--- src/hdl/sli_pkg.sv ---
package sli_pkg;

  localparam int unsigned DEPTH_DEF = 16;
  localparam int unsigned VAL_W     = 32;
  localparam int unsigned OP_W      = 2;
  localparam int unsigned IDX_W     = 4;
  localparam int unsigned ST_W      = 2;
  localparam int unsigned CNT_W     = 5;
  localparam int unsigned POS_W     = 4;

  typedef enum logic [OP_W-1:0] {
    OP_INSERT = 2'd0,
    OP_DELETE = 2'd1,
    OP_READ   = 2'd2,
    OP_NONE   = 2'd3
  } op_e;

  typedef enum logic [ST_W-1:0] {
    ST_OK     = 2'd0,
    ST_FULL   = 2'd1,
    ST_ABSENT = 2'd2,
    ST_RANGE  = 2'd3
  } status_e;

  // Broadcast from the controller to every cell of the chain.
  typedef struct packed {
    logic                    ins;
    logic                    del;
    logic signed [VAL_W-1:0] val;
  } cell_ctrl_t;

endpackage

--- src/hdl/sli_cell.sv ---
module sli_cell (
  input  logic                                clk_i,
  input  sli_pkg::cell_ctrl_t                 ctrl_i,
  input  logic                                occ_i,
  input  logic                                left_le_i,
  input  logic signed [sli_pkg::VAL_W-1:0]    left_entry_i,
  input  logic signed [sli_pkg::VAL_W-1:0]    right_entry_i,
  output logic signed [sli_pkg::VAL_W-1:0]    entry_o,
  output logic                                le_o,
  output logic                                lt_o,
  output logic                                eq_o
);
  import sli_pkg::*;

  logic signed [VAL_W-1:0] entry_q, entry_d;

  assign entry_o = entry_q;
  assign le_o    = occ_i && (entry_q <= ctrl_i.val);
  assign lt_o    = occ_i && (entry_q <  ctrl_i.val);
  assign eq_o    = occ_i && (entry_q == ctrl_i.val);

  // Insert: keep below the slot, load at the slot, take the left neighbor above it.
  // Delete: from the removed slot on, take the right neighbor.
  always_comb begin
    entry_d = entry_q;
    if (ctrl_i.ins) begin
      if (!le_o) begin
        entry_d = left_le_i ? ctrl_i.val : left_entry_i;
      end
    end else if (ctrl_i.del) begin
      if (!lt_o) begin
        entry_d = right_entry_i;
      end
    end
  end

  always_ff @(posedge clk_i) begin
    entry_q <= entry_d;
  end

endmodule

--- src/hdl/sli_encode.sv ---
module sli_encode #(
  parameter int unsigned DEPTH = sli_pkg::DEPTH_DEF,
  parameter int unsigned PW    = $clog2(DEPTH)
) (
  input  logic [DEPTH-1:0]                            sel_i,
  input  logic signed [DEPTH-1:0][sli_pkg::VAL_W-1:0] data_i,
  output logic [PW-1:0]                               index_o,
  output logic signed [sli_pkg::VAL_W-1:0]            data_o
);
  import sli_pkg::*;

  // One-hot select: OR together the index and the data of the selected cell.
  always_comb begin
    index_o = '0;
    data_o  = '0;
    for (int i = 0; i < DEPTH; i++) begin
      if (sel_i[i]) begin
        index_o = index_o | PW'(i);
        data_o  = data_o | data_i[i];
      end
    end
  end

endmodule

--- src/hdl/sorted_list_insert_delete.sv ---
// Sorted list: keeps up to DEPTH signed 32-bit values in ascending order.
// Command channel: opcode_i, value_i and index_i transfer at a rising edge
// with start high and busy low. busy stays low, so a command may transfer
// at every edge. Opcodes: insert (after equal values), delete (first equal
// value), read (entry at index); the unused code only reports the count.
// Result channel: done_o is high for exactly one cycle per command, with
// status_o, count_o, position_o and read_value_o valid in that cycle; the
// receiver takes it at the edge ending the cycle and cannot hold it off.
// A command passes through the command register and then the result
// register. Throughput: one command per cycle. The command register feeds
// a chain of cells; every cell compares its entry against the value, and
// shifts toward or away from its neighbor in the same cycle, so each
// command sees the list that the previous one left.
// Position and read data come from a one-hot OR across the chain.
// Reset clears the count and the result strobe; entries stay unwritten
// and are never read before a write.
module sorted_list_insert_delete #(
  parameter int unsigned DEPTH = sli_pkg::DEPTH_DEF
) (
  input  logic                              clk_i,
  input  logic                              rst_ni,
  input  logic                              start,
  output logic                              busy,
  input  logic [sli_pkg::OP_W-1:0]          opcode_i,
  input  logic signed [sli_pkg::VAL_W-1:0]  value_i,
  input  logic [sli_pkg::IDX_W-1:0]         index_i,
  output logic                              done_o,
  output logic [sli_pkg::ST_W-1:0]          status_o,
  output logic [sli_pkg::CNT_W-1:0]         count_o,
  output logic [sli_pkg::POS_W-1:0]         position_o,
  output logic signed [sli_pkg::VAL_W-1:0]  read_value_o
);
  import sli_pkg::*;

  localparam int unsigned CW = $clog2(DEPTH + 1);
  localparam int unsigned PW = $clog2(DEPTH);

  // Command register
  logic                    cmd_vld_q;
  op_e                     op_q;
  logic signed [VAL_W-1:0] val_q;
  logic [IDX_W-1:0]        idx_q;
  logic [CW-1:0]           count_q, count_d;

  // Result register
  logic                    res_vld_q;
  status_e                 status_q, status_d;
  logic [CW-1:0]           res_count_q;
  logic [PW-1:0]           pos_q, pos_d;
  logic signed [VAL_W-1:0] rd_q, rd_d;

  // Chain
  cell_ctrl_t                         ctrl;
  logic [DEPTH-1:0]                   occ, le, lt, eq, bnd, hit, sel;
  logic signed [DEPTH-1:0][VAL_W-1:0] entry;
  logic                               full, found, read_ok;
  logic [PW-1:0]                      enc_idx;
  logic signed [VAL_W-1:0]            enc_data;

  assign busy = 1'b0;

  // Hold the command in the command register while the chain works on it.
  always_ff @(posedge clk_i or negedge rst_ni) begin
    if (!rst_ni) begin
      cmd_vld_q <= 1'b0;
    end else begin
      cmd_vld_q <= start && !busy;
    end
  end

  always_ff @(posedge clk_i) begin
    if (start && !busy) begin
      op_q  <= op_e'(opcode_i);
      val_q <= value_i;
      idx_q <= index_i;
    end
  end

  assign full    = (count_q == CW'(DEPTH));
  assign found   = |eq;
  assign read_ok = int'(idx_q) < int'(count_q);

  assign ctrl.ins = cmd_vld_q && (op_q == OP_INSERT) && !full;
  assign ctrl.del = cmd_vld_q && (op_q == OP_DELETE) && found;
  assign ctrl.val = val_q;

  for (genvar i = 0; i < DEPTH; i++) begin : g_cell
    logic                    left_le;
    logic signed [VAL_W-1:0] left_entry, right_entry;

    assign occ[i] = count_q > CW'(i);
    assign hit[i] = (int'(idx_q) == i);

    if (i == 0) begin : g_first
      assign left_le    = 1'b1;
      assign left_entry = val_q;
      assign bnd[i]     = (op_q == OP_INSERT) ? !le[i] : !lt[i];
    end else begin : g_rest
      assign left_le    = le[i-1];
      assign left_entry = entry[i-1];
      assign bnd[i]     = (op_q == OP_INSERT) ? (le[i-1] && !le[i]) : (lt[i-1] && !lt[i]);
    end

    if (i == DEPTH - 1) begin : g_last
      assign right_entry = entry[i];
    end else begin : g_mid
      assign right_entry = entry[i+1];
    end

    sli_cell u_cell (
      .clk_i         (clk_i),
      .ctrl_i        (ctrl),
      .occ_i         (occ[i]),
      .left_le_i     (left_le),
      .left_entry_i  (left_entry),
      .right_entry_i (right_entry),
      .entry_o       (entry[i]),
      .le_o          (le[i]),
      .lt_o          (lt[i]),
      .eq_o          (eq[i])
    );
  end

  // Read selects by index, insert and delete by the compare boundary.
  assign sel = (op_q == OP_READ) ? hit : bnd;

  sli_encode #(
    .DEPTH (DEPTH),
    .PW    (PW)
  ) u_encode (
    .sel_i   (sel),
    .data_i  (entry),
    .index_o (enc_idx),
    .data_o  (enc_data)
  );

  always_comb begin
    count_d  = count_q;
    status_d = ST_OK;
    pos_d    = '0;
    rd_d     = '0;
    case (op_q)
      OP_INSERT: begin
        if (full) begin
          status_d = ST_FULL;
        end else begin
          count_d = count_q + CW'(1);
          pos_d   = enc_idx;
        end
      end
      OP_DELETE: begin
        if (!found) begin
          status_d = ST_ABSENT;
        end else begin
          count_d = count_q - CW'(1);
          pos_d   = enc_idx;
        end
      end
      OP_READ: begin
        if (!read_ok) begin
          status_d = ST_RANGE;
        end else begin
          pos_d = enc_idx;
          rd_d  = enc_data;
        end
      end
      default: begin
        status_d = ST_OK;
      end
    endcase
  end

  always_ff @(posedge clk_i or negedge rst_ni) begin
    if (!rst_ni) begin
      count_q   <= '0;
      res_vld_q <= 1'b0;
    end else begin
      res_vld_q <= cmd_vld_q;
      if (cmd_vld_q) begin
        count_q <= count_d;
      end
    end
  end

  always_ff @(posedge clk_i) begin
    if (cmd_vld_q) begin
      status_q    <= status_d;
      res_count_q <= count_d;
      pos_q       <= pos_d;
      rd_q        <= rd_d;
    end
  end

  assign done_o       = res_vld_q;
  assign status_o     = status_q;
  assign count_o      = CNT_W'(res_count_q);
  assign position_o   = POS_W'(pos_q);
  assign read_value_o = rd_q;

endmodule

--- config.mk ---
export PLATFORM = sky130hd
export DESIGN_NAME = sorted_list_insert_delete
export DESIGN_NICKNAME = d
export VERILOG_FILES = /design/src/hdl/sli_pkg.sv /design/src/hdl/sli_cell.sv /design/src/hdl/sli_encode.sv /design/src/hdl/sorted_list_insert_delete.sv
export SDC_FILE = /design/constraint.sdc
export NUM_CORES = 2
export LEC_CHECK = 0
export ABC_AREA = 0
export BUFFER_PORTS_ARGS = -buffer_cell sky130_fd_sc_hd__buf_2
export CAP_MARGIN = 30
export CORE_UTILIZATION = 35
export DETAILED_ROUTE_END_ITERATION = 12
export PLACE_DENSITY = 0.48
export SLEW_MARGIN = 30
export SYNTH_ARGS = -nofsm -noshare
export SYNTH_HDL_FRONTEND = slang
export SYNTH_SLANG_ARGS = --single-unit
--- constraint.sdc ---
create_clock -name clk_i -period 6.35 [get_ports clk_i]
set_clock_uncertainty 0.15 [all_clocks]
set_input_delay 0.635 -clock clk_i [delete_from_list [all_inputs] [get_ports clk_i]]
set_output_delay 0.635 -clock clk_i [all_outputs]
set_load 0.05 [all_outputs]
==> out/results.ini <==
[finish]
final_nets = 5192
fillCellCount = 12100
drive_gt1_share_pct = 10.2
area_delta_synth_final_pct = 15.1
final_common_cell = nand2_1
final_core_util_pct = 40.8
final_cell_mix = nand2_1 (736), edfxtp_1 (593), o21ai_0 (556)

[timing]
period_share_pct = 94.6
hold-worst-slack_ns = 0.0698
fmax_mhz = 166
slew_violations = 0
setup_viol = 0
slew-limit-headroom_pct = 22.4
final_hold_viol_count = 0
tightest_slew_ns = 1.15
rsz0062_at_grt = no
setup_ws_ns = 0.343
post-route-min-period_ns = 6.01
finalSetupTns_ns = 0

[routing]
first_pass_iters = 7
dr.max_layer_used = met5
met2WireLength_um = 97600
ant_nets = 0
drt_iter0_markers = 6891
vias = 41100
route.detailed.drc = 0
viasPerCell = 6.48
routedWlPerCell_um = 37.7
met1_length_um = 104000
route.met3.wl_um = 27700
routed_wl_um = 239000

[power_and_ir_drop]
vdd_drop_max_uv = 289
total_power_w = 0.0177
powerDensity_mw_per_mm2 = 350
power_leakage_nw = 21.2

[critical_path]
crit_chain = inv_1 > buf_4 > ha_1 > nand4_1 > nor4_1 > and4_1 > nor2_4 > a221o_2 > buf_4 > a222oi_1 > and4_1 > a21oi_1
crit_buf_inv = 3
setup.worst_path.start_class = flop
crit_path_top_delay_cell = nor4_1
crit_arrival_ns = 6.25
cpPeakStageDelay_ns = 0.93
end_kind = flop
cp.required_ns = 6.60
cp_max_fo = 15
crit_type = reg -> reg
critPathTopFamily = simple AND/OR/NAND/NOR gates

[yosys]
synthCells = 4505
async_reset_ff_share_pct = 1.17
syn_area_sq_mm = 0.0440
ys_types = 98
synth_edf_count = 593
synth_flop_cell = edfxtp_1
syn_nets = 5066
yosysSeqAreaShare_pct = 40.9
ys_seq_elements = 600
ys_warn_count = 0
syn-mean-instance-area_sq_um = 9.77

[grt]
grt_first_pass_wirelength_um = 322000
first_global_vias = 37100
antenna_found_initial = 12
grt_max_degree = 213
grt_usage_pct = 36.9
grt.overflow.total = 0

[run_status]
outcome = complete, no violations

[place]
dp_hpwl_um = 170000
gp_congestion = 1.04
port_buffers = 84
pre_cts_ws_ns = 0.620

[floorplanning]
fp.dieH_um = 357
rows = 129
die-area_sq_mm = 0.127
die_w_um = 357
num_io_pins = 86
core-area_sq_mm = 0.124
initial_utilization_pct = 35.4

[clock_tree]
cts_hold_buf = 34
clock-sinks = 600
clk-insertion-delay-late_ns = 0.77
cts_root_buffer = clkbuf_16
tritoncts = yes
path_clk_slew_ns = 0.06
htreeDepth = 3
cts_resized = 0
cts_made_buffers = 78
clockBufferDepth = 3
cts_setup_buffers = 0

[flow_run]
drv_cap = 0

[worst_hold_path]
hold_class = in -> reg

[synth_stat cells, drive strengths merged (5+ instances only)]
library cell	n	area [sq um]
a211o	6	52.6
a211oi	15	118
a21boi	16	120
a21o	29	218
a21oi	285	1430
a221o	12	120
a221oi	40	350
a222oi	50	500
a22o	23	201
a22oi	72	541
a2bb2oi	6	52.6
a31oi	47	307
a41oi	10	87.6
and2	9	58.8
and3	32	200
and4	22	193
buf	65	322
clkbuf	201	754
dfrtp	7	175
edfxtp	593	17800
ha	520	6510
inv	117	439
mux2	5	60.1
mux2i	386	3860
nand2	739	2780
nand2b	16	103
nand3	65	325
nand4	128	813
nor2	137	517
nor2b	34	213
nor3	37	190
nor4	38	257
o2111a	20	225
o211a	7	70.1
o211ai	25	188
o21a	12	90.1
o21ai	581	2910
o22ai	5	31.3
o2bb2ai	5	43.8
o31a	14	123
o31ai	12	90.1
or2	5	31.3
[power by group]
group,switching [W],internal (W)
Clock,0.00205,0.00266
Combinational,0.00518,0.00239
Sequential,0.000591,0.00484
Total,0.00783,0.00989
[worst register-to-register path, delay by kind of cell, from the launching register on]
kind	cells	cell delay, ns
AO/OA/AOI/OAI	3	1.10
adder cells (fa/ha/maj)	1	0.30
buffers and inverters	3	1.23
flip-flops	1	0.77
AND/OR/NAND/NOR	5	2.10
[sequential cells by signal, summed over array words and instances, names as in the netlist]
register	cells
status_o	2
g_cell.u_cell.entry_o	512
done_o	1
count_o	5
count_q	5
g_cell.left_entry	32
op_q	2
cmd_vld_q	1
read_value_o	32
position_o	4
idx_q	4
[cells by family (layout without fill, tap and decap cells)]
family	after synthesis	after routing	synth area share, %
buffers and inverters	385	574	3.46
other	1	4	0.00852
multiplexers	391	391	8.91
AO/OA/AOI/OAI	1325	1325	18.7
adder cells (fa/ha/maj)	520	520	14.8
XOR/XNOR	4	4	0.0796
flip-flops	600	600	40.9
AND/OR/NAND/NOR	1279	1279	13.2
[path summary, 6_finish.rpt]
path                                        startpoint                     endpoint  slack, ns  cells past startpoint
setup / recovery              g_cell[0].left_entry[21]              read_value_o[1]       0.34                     12
hold / removal                             value_i[21]     g_cell[0].left_entry[21]       0.07                      1
setup reg to reg              g_cell[0].left_entry[21]              read_value_o[1]       0.34                     12
hold reg to reg            g_cell[4].u_cell.entry_o[0]  g_cell[3].u_cell.entry_o[0]       0.45                      2
max in group asynchronous                       rst_ni                    cmd_vld_q       5.70                      2
min in group asynchronous                       rst_ni                   count_q[2]       0.15                      2
[through the flow]
step / instance area, sq um / instances
5_1_grt: 50700 / 6331
3_3_place_gp: 47700 / 6152
4_1_cts: 50700 / 6331
6_report: 50700 / 6334
3_5_place_dp: 47700 / 6154
2_1_floorplan: 44000 / 4505
[per-layer routing]
layer  up-vias  global-route usage, %
met5         -                      0
met4         2                   13.8
met3       447                   8.06
met2      2820                   52.1
met1     20300                   54.2
li1      17500                      -
[area by class of cell]
cell class	instances	area (sq um)	area share, %
Timing Repair Buffer	312	2760	5.45
Inverter	119	447	0.881
Clock buffer	90	2040	4.02
Sequential cell	600	18000	35.5
Clock inverter	53	552	1.09
Antenna cell	3	7.51	0.0148
Tap cell	1637	2050	4.04
Multi-Input combinational cell	3520	24800	49.0
No activity file was read; power rests on OpenSTA's default activity.
